<file path="config.mk">
export PLATFORM = sky130hd
export DESIGN_NAME = store_buffer_with_forwarding
export DESIGN_NICKNAME = d
export VERILOG_FILES = /design/src/hw/rtl/sbf_pkg.sv /design/src/hw/rtl/store_buffer_with_forwarding.sv /design/src/hw/rtl/sbf_cell.sv
export SDC_FILE = /design/constraint.sdc
export NUM_CORES = 2
export LEC_CHECK = 0
export BUFFER_PORTS_ARGS = -buffer_cell sky130_fd_sc_hd__buf_2
export CAP_MARGIN = 10
export CORE_UTILIZATION = 25
export DETAILED_ROUTE_END_ITERATION = 7
export PLACE_DENSITY_LB_ADDON = 0.05
export SLEW_MARGIN = 10
export SYNTH_ARGS = -nofsm -noshare
export SYNTH_HDL_FRONTEND = slang
export SYNTH_SLANG_ARGS = --single-unit
</file>
<file path="constraint.sdc">
create_clock -name clk -period 5 [get_ports clk]
set_input_delay 0.5 -clock clk [delete_from_list [all_inputs] [get_ports clk]]
set_output_delay 0.5 -clock clk [all_outputs]
set_load 0.1 [all_outputs]
</file>
<file path="src/hw/rtl/sbf_pkg.sv">
`timescale 1ns / 1ps
// ----------------------------------------------------------------------------
// sbf_pkg
// Shared types and constants for the store buffer with forwarding.
// ----------------------------------------------------------------------------
package sbf_pkg;

  localparam int SBF_DEPTH = 16;
  localparam int SBF_AW    = 32;
  localparam int SBF_DW    = 32;
  localparam logic [SBF_AW-1:0] SBF_WORD_MASK = 32'hFFFF_FFFC;

  typedef enum logic [1:0] {
    FN_PUSH  = 2'd0,
    FN_POP   = 2'd1,
    FN_FLUSH = 2'd2,
    FN_QUERY = 2'd3
  } sbf_func_t;

  typedef struct packed {
    logic              valid;
    logic [SBF_AW-1:0] addr;
    logic [SBF_DW-1:0] data;
  } sbf_entry_t;

  // row-wide control, same for every cell
  typedef struct packed {
    logic clear;
    logic shift;
    logic rotate;
  } sbf_ctl_t;

endpackage

</file>
<file path="src/hw/rtl/store_buffer_with_forwarding.sv">
`timescale 1ns / 1ps
// ----------------------------------------------------------------------------
// store_buffer_with_forwarding
// Store queue with store-to-load forwarding, built as a row of slot cells.
// ----------------------------------------------------------------------------
//  channel  handshake             fields
//  req      req_valid/req_stall   func, addr, store_value
//  rsp      rsp_valid/rsp_stall   status, hit, out_addr, out_data
//
//  Push, pop and flush are done at the accept edge, where the result is registered.
//  Query rotates the cell row once, comparing at the top cell; the result
//  is registered after the last compare, and no item is taken meanwhile.
//  Oldest store sits in cell 0; a pop shifts the row down by one cell.
//  One item in flight; a new item is taken once the result register frees.
//  Synchronous reset clears all valid marks and the fill count.
// ----------------------------------------------------------------------------
module store_buffer_with_forwarding #(
  parameter int DEPTH = sbf_pkg::SBF_DEPTH
) (
  input  logic                        clk,
  input  logic                        rst,
  input  logic                        req_valid,
  output logic                        req_stall,
  input  logic [1:0]                  func,
  input  logic [sbf_pkg::SBF_AW-1:0]  addr,
  input  logic [sbf_pkg::SBF_DW-1:0]  store_value,
  output logic                        rsp_valid,
  input  logic                        rsp_stall,
  output logic                        status,
  output logic                        hit,
  output logic [sbf_pkg::SBF_AW-1:0]  out_addr,
  output logic [sbf_pkg::SBF_DW-1:0]  out_data
);
  import sbf_pkg::*;

  localparam int CW = $clog2(DEPTH + 1);
  localparam int IW = $clog2(DEPTH);

  typedef enum logic [1:0] {
    ST_IDLE = 2'b01,
    ST_SCAN = 2'b10
  } state_t;

  state_t            state;
  logic [CW-1:0]     count;
  logic [IW-1:0]     scan_idx;
  logic [SBF_AW-1:0] key;
  logic              hit_acc;
  logic [SBF_DW-1:0] fwd_acc;

  sbf_entry_t        ent [DEPTH];
  sbf_ctl_t          ctl;
  logic              accept;
  logic              push_ok;
  logic              pop_ok;
  logic              scan_match;
  logic              scan_last;
  logic              rsp_set;
  logic              hit_next;
  logic [SBF_DW-1:0] fwd_next;
  sbf_entry_t        empty_ent;

  assign empty_ent = '{valid: 1'b0, addr: '0, data: '0};

  assign req_stall = (state != ST_IDLE) || (rsp_valid && rsp_stall);
  assign accept    = req_valid && !req_stall;
  assign push_ok   = accept && (sbf_func_t'(func) == FN_PUSH) && (count != CW'(DEPTH));
  assign pop_ok    = accept && (sbf_func_t'(func) == FN_POP) && (count != '0);

  always_comb begin
    ctl.clear  = accept && (sbf_func_t'(func) == FN_FLUSH);
    ctl.shift  = pop_ok;
    ctl.rotate = (state == ST_SCAN);
  end

  for (genvar i = 0; i < DEPTH; i++) begin : g_cell
    sbf_cell u_cell (
      .clk     (clk),
      .rst     (rst),
      .ctl     (ctl),
      .wr      (push_ok && (count == CW'(i))),
      .wr_addr (addr),
      .wr_data (store_value),
      .upper   ((i == DEPTH - 1) ? empty_ent : ent[(i + 1) % DEPTH]),
      .lower   ((i == 0) ? ent[DEPTH - 1] : ent[(i + DEPTH - 1) % DEPTH]),
      .ent     (ent[i])
    );
  end

  assign scan_match = ent[DEPTH-1].valid &&
                      ((ent[DEPTH-1].addr & SBF_WORD_MASK) == key);
  assign scan_last  = (scan_idx == IW'(DEPTH - 1));
  assign hit_next   = hit_acc || scan_match;
  assign fwd_next   = hit_acc ? fwd_acc : ent[DEPTH-1].data;
  assign rsp_set    = (accept && (sbf_func_t'(func) != FN_QUERY)) ||
                      ((state == ST_SCAN) && scan_last);

  always_ff @(posedge clk) begin
    if (rst) begin
      state     <= ST_IDLE;
      count     <= '0;
      scan_idx  <= '0;
      rsp_valid <= 1'b0;
    end else begin
      if (rsp_set) begin
        rsp_valid <= 1'b1;
      end else if (!rsp_stall) begin
        rsp_valid <= 1'b0;
      end
      unique case (state)
        ST_IDLE: begin
          if (accept) begin
            unique case (sbf_func_t'(func))
              FN_PUSH: begin
                if (push_ok) begin
                  count <= count + CW'(1);
                end
              end
              FN_POP: begin
                if (pop_ok) begin
                  count <= count - CW'(1);
                end
              end
              FN_FLUSH: begin
                count <= '0;
              end
              FN_QUERY: begin
                state    <= ST_SCAN;
                scan_idx <= '0;
              end
              default: ;
            endcase
          end
        end
        ST_SCAN: begin
          if (scan_last) begin
            state <= ST_IDLE;
          end else begin
            scan_idx <= scan_idx + IW'(1);
          end
        end
        default: state <= ST_IDLE;
      endcase
    end
  end

  // payload
  always_ff @(posedge clk) begin
    if (state == ST_IDLE && accept) begin
      key      <= addr & SBF_WORD_MASK;
      hit_acc  <= 1'b0;
      fwd_acc  <= '0;
      hit      <= 1'b0;
      status   <= ((sbf_func_t'(func) == FN_PUSH) && !push_ok) ||
                  ((sbf_func_t'(func) == FN_POP) && !pop_ok);
      out_addr <= pop_ok ? ent[0].addr : '0;
      out_data <= pop_ok ? ent[0].data : '0;
    end else if (state == ST_SCAN) begin
      hit_acc <= hit_next;
      fwd_acc <= fwd_next;
      if (scan_last) begin
        status   <= 1'b0;
        hit      <= hit_next;
        out_addr <= '0;
        out_data <= hit_next ? fwd_next : '0;
      end
    end
  end

`ifndef SYNTHESIS
  a_count_range: assert property (@(posedge clk) disable iff (rst)
    count <= CW'(DEPTH))
    else $error("fill count beyond depth");

  a_scan_blocks: assert property (@(posedge clk) disable iff (rst)
    (state == ST_SCAN) |-> req_stall)
    else $error("item accepted during search");

  a_head_valid: assert property (@(posedge clk) disable iff (rst)
    (state == ST_IDLE) |-> (ent[0].valid == (count != '0)))
    else $error("head cell valid disagrees with fill count");

  a_scan_done: assert property (@(posedge clk) disable iff (rst)
    (state == ST_SCAN && scan_last) |=> (state == ST_IDLE && rsp_valid))
    else $error("search did not deliver a result");
`endif

endmodule

</file>
<file path="src/hw/rtl/sbf_cell.sv">
`timescale 1ns / 1ps
// ----------------------------------------------------------------------------
// sbf_cell
// One store slot: loads a new store, takes its upper neighbor on a pop,
// or its lower neighbor while the row rotates for a search; a flush clears it.
// ----------------------------------------------------------------------------
module sbf_cell (
  input  logic                          clk,
  input  logic                          rst,
  input  sbf_pkg::sbf_ctl_t             ctl,
  input  logic                          wr,
  input  logic [sbf_pkg::SBF_AW-1:0]    wr_addr,
  input  logic [sbf_pkg::SBF_DW-1:0]    wr_data,
  input  sbf_pkg::sbf_entry_t           upper,
  input  sbf_pkg::sbf_entry_t           lower,
  output sbf_pkg::sbf_entry_t           ent
);
  import sbf_pkg::*;

  logic              valid;
  logic [SBF_AW-1:0] addr;
  logic [SBF_DW-1:0] data;

  always_ff @(posedge clk) begin
    if (rst) begin
      valid <= 1'b0;
    end else if (ctl.clear) begin
      valid <= 1'b0;
    end else if (wr) begin
      valid <= 1'b1;
    end else if (ctl.shift) begin
      valid <= upper.valid;
    end else if (ctl.rotate) begin
      valid <= lower.valid;
    end
  end

  always_ff @(posedge clk) begin
    if (wr) begin
      addr <= wr_addr;
      data <= wr_data;
    end else if (ctl.shift) begin
      addr <= upper.addr;
      data <= upper.data;
    end else if (ctl.rotate) begin
      addr <= lower.addr;
      data <= lower.data;
    end
  end

  assign ent = '{valid: valid, addr: addr, data: data};

endmodule

</file>
# Yosys cells after proc, flatten, opt, wreduce, memory -nomap -nowiden
# Cells that the tools add are included.
[totals] regBits=1181 input_bits=70 word_cells=329 output_inout_bits=68
[classes] eq_ne=32 n_reduce_logical=65 n_addsub=3 n_mux=170
[op_table] operator="32-bit 2-to-1 mux" count=106
[op_table] operator="1-bit 2-to-1 mux" count=53
[op_table] operator="3-bit nonzero test" count=17
[op_table] operator="5-bit by 4-bit == test with 1-bit output, second input constant" count=8
[op_table] operator="30-bit == test" count=1
[op_table] operator="1-bit logical AND" count=29
[op_table] operator="5-bit by 3-bit == test with 1-bit output, second input constant" count=4
[op_table] operator="5-bit one-hot mux with 3 select lines" count=1
[op_table] operator="4-bit 2-to-1 mux" count=3
[op_table] operator="5-bit by 2-bit == test with 1-bit output, second input constant" count=2
[op_table] operator="5-bit 2-to-1 mux" count=2
[op_table] operator="2-bit inequality test, second input constant" count=5
[op_table] operator="2-bit by 1-bit inequality test with 1-bit output, second input constant" count=4
[op_table] operator="4-bit one-hot mux with 2 select lines" count=1
[op_table] operator="2-bit == test, second input constant" count=3
[op_table] operator="2-bit 2-to-1 mux" count=3
[op_table] operator="2-bit nonzero test" count=3
[op_table] operator="5-bit by 1-bit adder with 5-bit output, second input constant" count=1
[op_table] operator="5-bit by 1-bit == test with 1-bit output, second input constant" count=1
[op_table] operator="5-bit logical NOT" count=1
[op_table] operator="5-bit inequality test, second input constant" count=1
[op_table] operator="5-bit AND reduction" count=1
[op_table] operator="5-bit nonzero test" count=1
[op_table] operator="5-bit by 1-bit subtractor with 5-bit output, second input constant" count=1
[op_table] operator="other kinds (11)" count=18

# Depth between registers and ports, before layout
[logic_depth] depth_word=10 mapped_depth=10 ltp_nobuf=7

# By module
# Synthesis repeated with hierarchy kept, for this count alone.
[unflattened] hier_cells=5087 area_unflattened_um2=60681.9
[modules_own_cells] module="sbf_cell" n_inst=16 area_per_inst_um2=3404.5 cells_each=285 seq_area_each_um2=1941.9
[modules_own_cells] module="store_buffer_with_forwarding" n_inst=1 area_per_inst_um2=6209.7 cells_each=527 seq_area_each_um2=3773.6

# Worst setup path before layout
# OpenSTA, ideal clock, no wires.
[synth_timing] kind="register to register" start="register rsp_valid" end="register g_cell[7].u_cell.addr[0] (enable)" t_arrival_ps=3517 setup_time_ps=690 path_buffers=4 path_stages_with_launch=10 synth_period_minus_slack_ps=4207 slack_ps=793 t_required_ps=4310 cell_sequence="dfxtp_1 > nand2_1 > nand3_4 > inv_2 > buf_6 > buf_4 > nand3_1 > clkbuf_1 > clkbuf_1 > nand2_1"
[synth_between] elab_chain_cells=8 word_cells_on_any_way=10 cone_classes="reduce/logical (10)"
[synth_lines] item="start, declared" line_no="store_buffer_with_forwarding.sv:27" text="output logic rsp_valid,"
[synth_lines] item="start signal, assigned" line_no="store_buffer_with_forwarding.sv:103" text="rsp_valid <= 1'b0;"
[synth_lines] item="start signal, assigned" line_no="store_buffer_with_forwarding.sv:106" text="rsp_valid <= 1'b1;"
[synth_lines] item="start signal, assigned" line_no="store_buffer_with_forwarding.sv:108" text="rsp_valid <= 1'b0;"
[synth_lines] item="1-bit logical AND *" line_no="store_buffer_with_forwarding.sv:65" text="assign req_stall = (state != ST_IDLE) || (rsp_valid && rsp_stall);"
[synth_lines] item="1-bit logical OR *" line_no="store_buffer_with_forwarding.sv:65"
[synth_lines] item="1-bit logical NOT *" line_no="store_buffer_with_forwarding.sv:66" text="assign accept = req_valid && !req_stall;"
[synth_lines] item="1-bit logical AND *" line_no="store_buffer_with_forwarding.sv:66"
[synth_lines] item="1-bit logical AND (2 in a row)" line_no="store_buffer_with_forwarding.sv:67" text="assign push_ok = accept && (sbf_func_t'(func) == FN_PUSH) && (count != CW'(DEPTH));"
[synth_lines] item="1-bit logical AND" line_no="store_buffer_with_forwarding.sv:81" text=".wr (push_ok && (count == CW'(i))),"
[synth_lines] item="3-bit nonzero test (no line) *"
[synth_lines] item="end signal, assigned" line_no="sbf_cell.sv:40" text="addr <= wr_addr;"
[synth_lines] item="end signal, assigned" line_no="sbf_cell.sv:43" text="addr <= upper.addr;"
[synth_lines] item="end signal, assigned" line_no="sbf_cell.sv:46" text="addr <= lower.addr;"
[synth_lines] item="end, declared" line_no="sbf_cell.sv:21" text="logic [SBF_AW-1:0] addr;"
# Mark *: on every way between the ends. The rest lies on a longest branch, timed or not.
# A chain may end at the register's enable or synchronous reset.

# Final worst setup path
[layout_timing] start="register g_cell[15].u_cell.addr[12]" end="register out_data[7] (netlist name), data pin"
[layout_between] elab_chain_cells=7
[layout_lines] item="start, declared" line_no="sbf_cell.sv:21"
[layout_lines] item="start signal, assigned" line_no="sbf_cell.sv:40"
[layout_lines] item="start signal, assigned" line_no="sbf_cell.sv:43"
[layout_lines] item="start signal, assigned" line_no="sbf_cell.sv:46"
[layout_lines] item="30-bit == test" line_no="store_buffer_with_forwarding.sv:91" text="((ent[DEPTH-1].addr & SBF_WORD_MASK) == key);"
[layout_lines] item="1-bit logical AND" line_no="store_buffer_with_forwarding.sv:90" text="assign scan_match = ent[DEPTH-1].valid &&"
[layout_lines] item="1-bit logical OR" line_no="store_buffer_with_forwarding.sv:93" text="assign hit_next = hit_acc || scan_match;"
[layout_lines] item="32-bit 2-to-1 mux" line_no="store_buffer_with_forwarding.sv:165" text="out_data <= hit_next ? fwd_next : '0;"
[layout_lines] item="32-bit 2-to-1 mux" line_no="store_buffer_with_forwarding.sv:161" text="if (scan_last) begin"
[layout_lines] item="32-bit 2-to-1 mux" line_no="store_buffer_with_forwarding.sv:158" text="end else if (state == ST_SCAN) begin"
[layout_lines] item="32-bit 2-to-1 mux" line_no="store_buffer_with_forwarding.sv:149" text="if (state == ST_IDLE && accept) begin"
[layout_lines] item="end signal, assigned" line_no="store_buffer_with_forwarding.sv:157" text="out_data <= pop_ok ? ent[0].data : '0;"
[layout_lines] item="end signal, assigned" line_no="store_buffer_with_forwarding.sv:165"
[layout_lines] item="end, declared" line_no="store_buffer_with_forwarding.sv:32" text="output logic [sbf_pkg::SBF_DW-1:0] out_data"
# Every way passes these cells. The select of a mux whose other input is x is not followed.

==> results.py <==
metrics = {
    "outcome": {
        "status": "finished, final reports clean",
    },
    "cts": {
        "cts_buffers": 155,
        "clk_pin_slew_ps": 70,
        "cts_tree": "built",
        "post_cts_buffers": 0,
        "cts_sinks": 1181,
        "h-tree-depth": 4,
        "cts_resized": 0,
        "root_buffer": "clkbuf_16",
        "cts-hold-fix-buffers": 0,
        "insertion_delay_ps": 800,
        "ctsLongestPathBuffers": 3,
    },
    "pwr": {
        "peakVddDrop_uv": 223,
        "leakagePower_nw": 26.8,
        "power.total_mw": 24.0,
        "power_frac_clock_pct": 44.5,
        "p_seq_share_pct": 47.5,
        "switchingPower_mw": 6.16,
        "p_per_area_nw_per_um2": 357,
        "pwr-share-comb_pct": 8.0,
        "p_int_mw": 17.9,
        "p_sw_share_pct": 25.6,
    },
    "logic_synthesis": {
        "ys.warnings.count": 0,
        "postSynth.asyncResetShare_pct": 0,
        "synthesis.area_um2": 59000,
        "synthFlopType": "edfxtp_1",
        "synth-edff-count": 1119,
        "yosys_register_bits": 1181,
        "seq_area_frac_synth_pct": 59.0,
        "synth.most_common_cell": "edfxtp_1",
        "synth_top_cell_by_area": "edfxtp_1",
        "synth_top_area_share_pct": 56.9,
        "synth_common_cells": "1,119 x edfxtp_1, 977 x mux2i_1, 759 x nor2_1",
        "ys_types": 51,
        "synthesis.nets": 5323,
        "synth.avg_cell_area_um2": 11.3,
        "ys_top_cells_by_area": "edfxtp_1 57%, mux2i_1 17%, a21oi_1 6.4%",
        "syn-instance-count": 5242,
    },
    "sta": {
        "report.final.slew_viol_count": 0,
        "max_freq_ghz": 0.273,
        "slew_headroom_pct": 26.1,
        "setup_viol_count_final": 0,
        "grt_setup_unrepaired": "no",
        "skew_ps": 27.9,
        "fin_crit_ps": 3660,
        "setup-tns-final_ps": 0,
        "holdWs_ps": 72.3,
        "tightest_slew_ps": 1110,
        "min_period_over_period_pct": 73.2,
        "hold_viol": 0,
    },
    "setup_path": {
        "worst-path-max-fanout": 14,
        "slowest_stage": "nand4_1",
        "slowest_delay_ps": 840,
        "r2r_cells": 7,
        "cp_num_buf_inv": 2,
        "worstPathCellList": "xnor2_1 -> nand4_1 -> nor4_1 -> buf_4 -> nand4_1 -> buf_4 -> o21ai_1",
        "path_depth": 7,
        "crit_start": "g_cell[15].u_cell.addr[12]",
        "timing.rr.start": "g_cell[15].u_cell.addr[12]",
        "endpoint_kind": "flip-flop",
        "critPathArrivalTime_ps": 4290,
        "cpLargestDelayFamily": "simple AND/OR/NAND/NOR gates",
        "crit_required_ps": 5630,
        "startpoint_type": "flip-flop",
        "worstSetupPathType": "reg2reg",
    },
    "floorplan": {
        "die_area_um2": 238000,
        "initial_core_util_pct": 25.1,
        "rows": 178,
        "ios": 138,
        "die_x_um": 488,
        "core-area_um2": 235000,
        "dieHeight_um": 488,
    },
    "cells_and_area": {
        "multiInputGateArea_um2": 21700,
        "area.sequential_um2": 34800,
        "final_cells": 8401,
        "drive_gt1_share_pct": 9.25,
        "nFillCells": 24100,
        "area_delta_synth_final_pct": 14.0,
        "nets": 5210,
        "design_area_um2": 67300,
    },
    "route": {
        "detail_route.iter0.violations": 2864,
        "drt-total-wl_um": 219000,
        "post-route-drc-count": 0,
        "viasPerCell": 4.57,
        "first_pass_iters": 5,
        "vias": 38400,
        "detail-route-antenna-nets": 0,
        "detail_route.wl_per_cell_um": 26.0,
    },
    "placement": {
        "placedCellCount": 8122,
        "place.gp.congestion": 0.701,
        "place_area_um2": 62600,
        "io_buffers": 137,
        "hpwl_um": 118000,
    },
    "min_path": {
        "min_from": "rst",
        "hold_class": "in2reg",
        "hold_depth": 2,
    },
    "global_route": {
        "grt_use_total_pct": 18.2,
        "grt_pass1_vias": 38900,
        "grt_antenna_before_repair": 32,
        "grt_pass1_wl_um": 308000,
        "grt_max_degree": 130,
        "overflow": 0,
    },
    "flow_run": {
        "max_cap_viol_count": 0,
    },
}
[power groups by stage]
stage,sequential [mW],combinational [mW],clock (mW)
2_1_floorplan,11.8,1.08,0
3_3_place_gp,11.6,1.95,0
3_5_place_dp,11.6,1.97,0
4_1_cts,11.4,1.97,11.1
5_1_grt,11.4,2.07,11.4
6_report,11.4,1.92,10.7
[registers in the layout, summed over array words and instances (netlist names)]
register,cells
count,5
fwd_acc,32
g_cell.u_cell.addr,512
g_cell.u_cell.data,512
g_cell.u_cell.valid,16
hit,1
hit_acc,1
key,30
out_addr,32
out_data,32
rsp_valid,1
scan_idx,4
state,2
status,1
[kinds of logic after synthesis]
group / after synthesis / share of synthesized area, %
flip-flops: 1181 / 59.0
multiplexers: 977 / 16.6
AND/OR/NAND/NOR: 1327 / 8.83
buffers and inverters: 549 / 4.77
AO/OA/AOI/OAI: 1164 / 10.1
XOR/XNOR: 33 / 0.489
adder cells (fa/ha/maj): 11 / 0.233
[cells in the final DEF (no fill, tap or decap), types with 62 or more instances in the layout]
cell,netlist,routed
clkbuf_16,0,157
o21ai_1,216,216
buf_2,51,137
o21ai_0,138,138
dfxtp_1,62,62
nand2_1,477,461
a21oi_1,758,758
edfxtp_1,1119,1119
mux2i_1,977,977
nor2_1,759,758
[metrics by stage]
stage	setup slack, ps	utilization, %
5_1_grt	1160	28.7
2_1_floorplan	793	-
3_5_place_dp	1180	26.7
3_3_place_gp	1220	26.7
6_report	1340	28.7
4_1_cts	1140	28.6
[final cells by class]
| class | count | area share, % |
|---|---|---|
| Timing Repair Buffer | 237 | 2.95 |
| Multi-Input combinational cell | 3512 | 32.3 |
| Clock inverter | 44 | 0.405 |
| Sequential cell | 1181 | 51.8 |
| Inverter | 42 | 0.242 |
| Tap cell | 3150 | 5.85 |
| Antenna cell | 6 | 0.0223 |
| Clock buffer | 229 | 6.52 |
[routing by layer]
| layer | routed length (um) | GRT usage [%] | vias up |
|---|---|---|---|
| met3 | 7340 | 2.37 | 264 |
| li1 | - | - | 18600 |
| met2 | 106000 | 31.0 | 754 |
| met4 | 4770 | 4.43 | 14 |
| met1 | 100000 | 24.3 | 18700 |
| met5 | 79 | 0 | - |
[path summary, 6_finish.rpt]
path / slack, ps / end
setup / recovery: 1340 / out_data[7]
hold / removal: 70 / count[3]
setup reg to reg: 1340 / out_data[7]
hold reg to reg: 450 / fwd_acc[1]
Note: power is estimated with default switching activity, not from simulation.
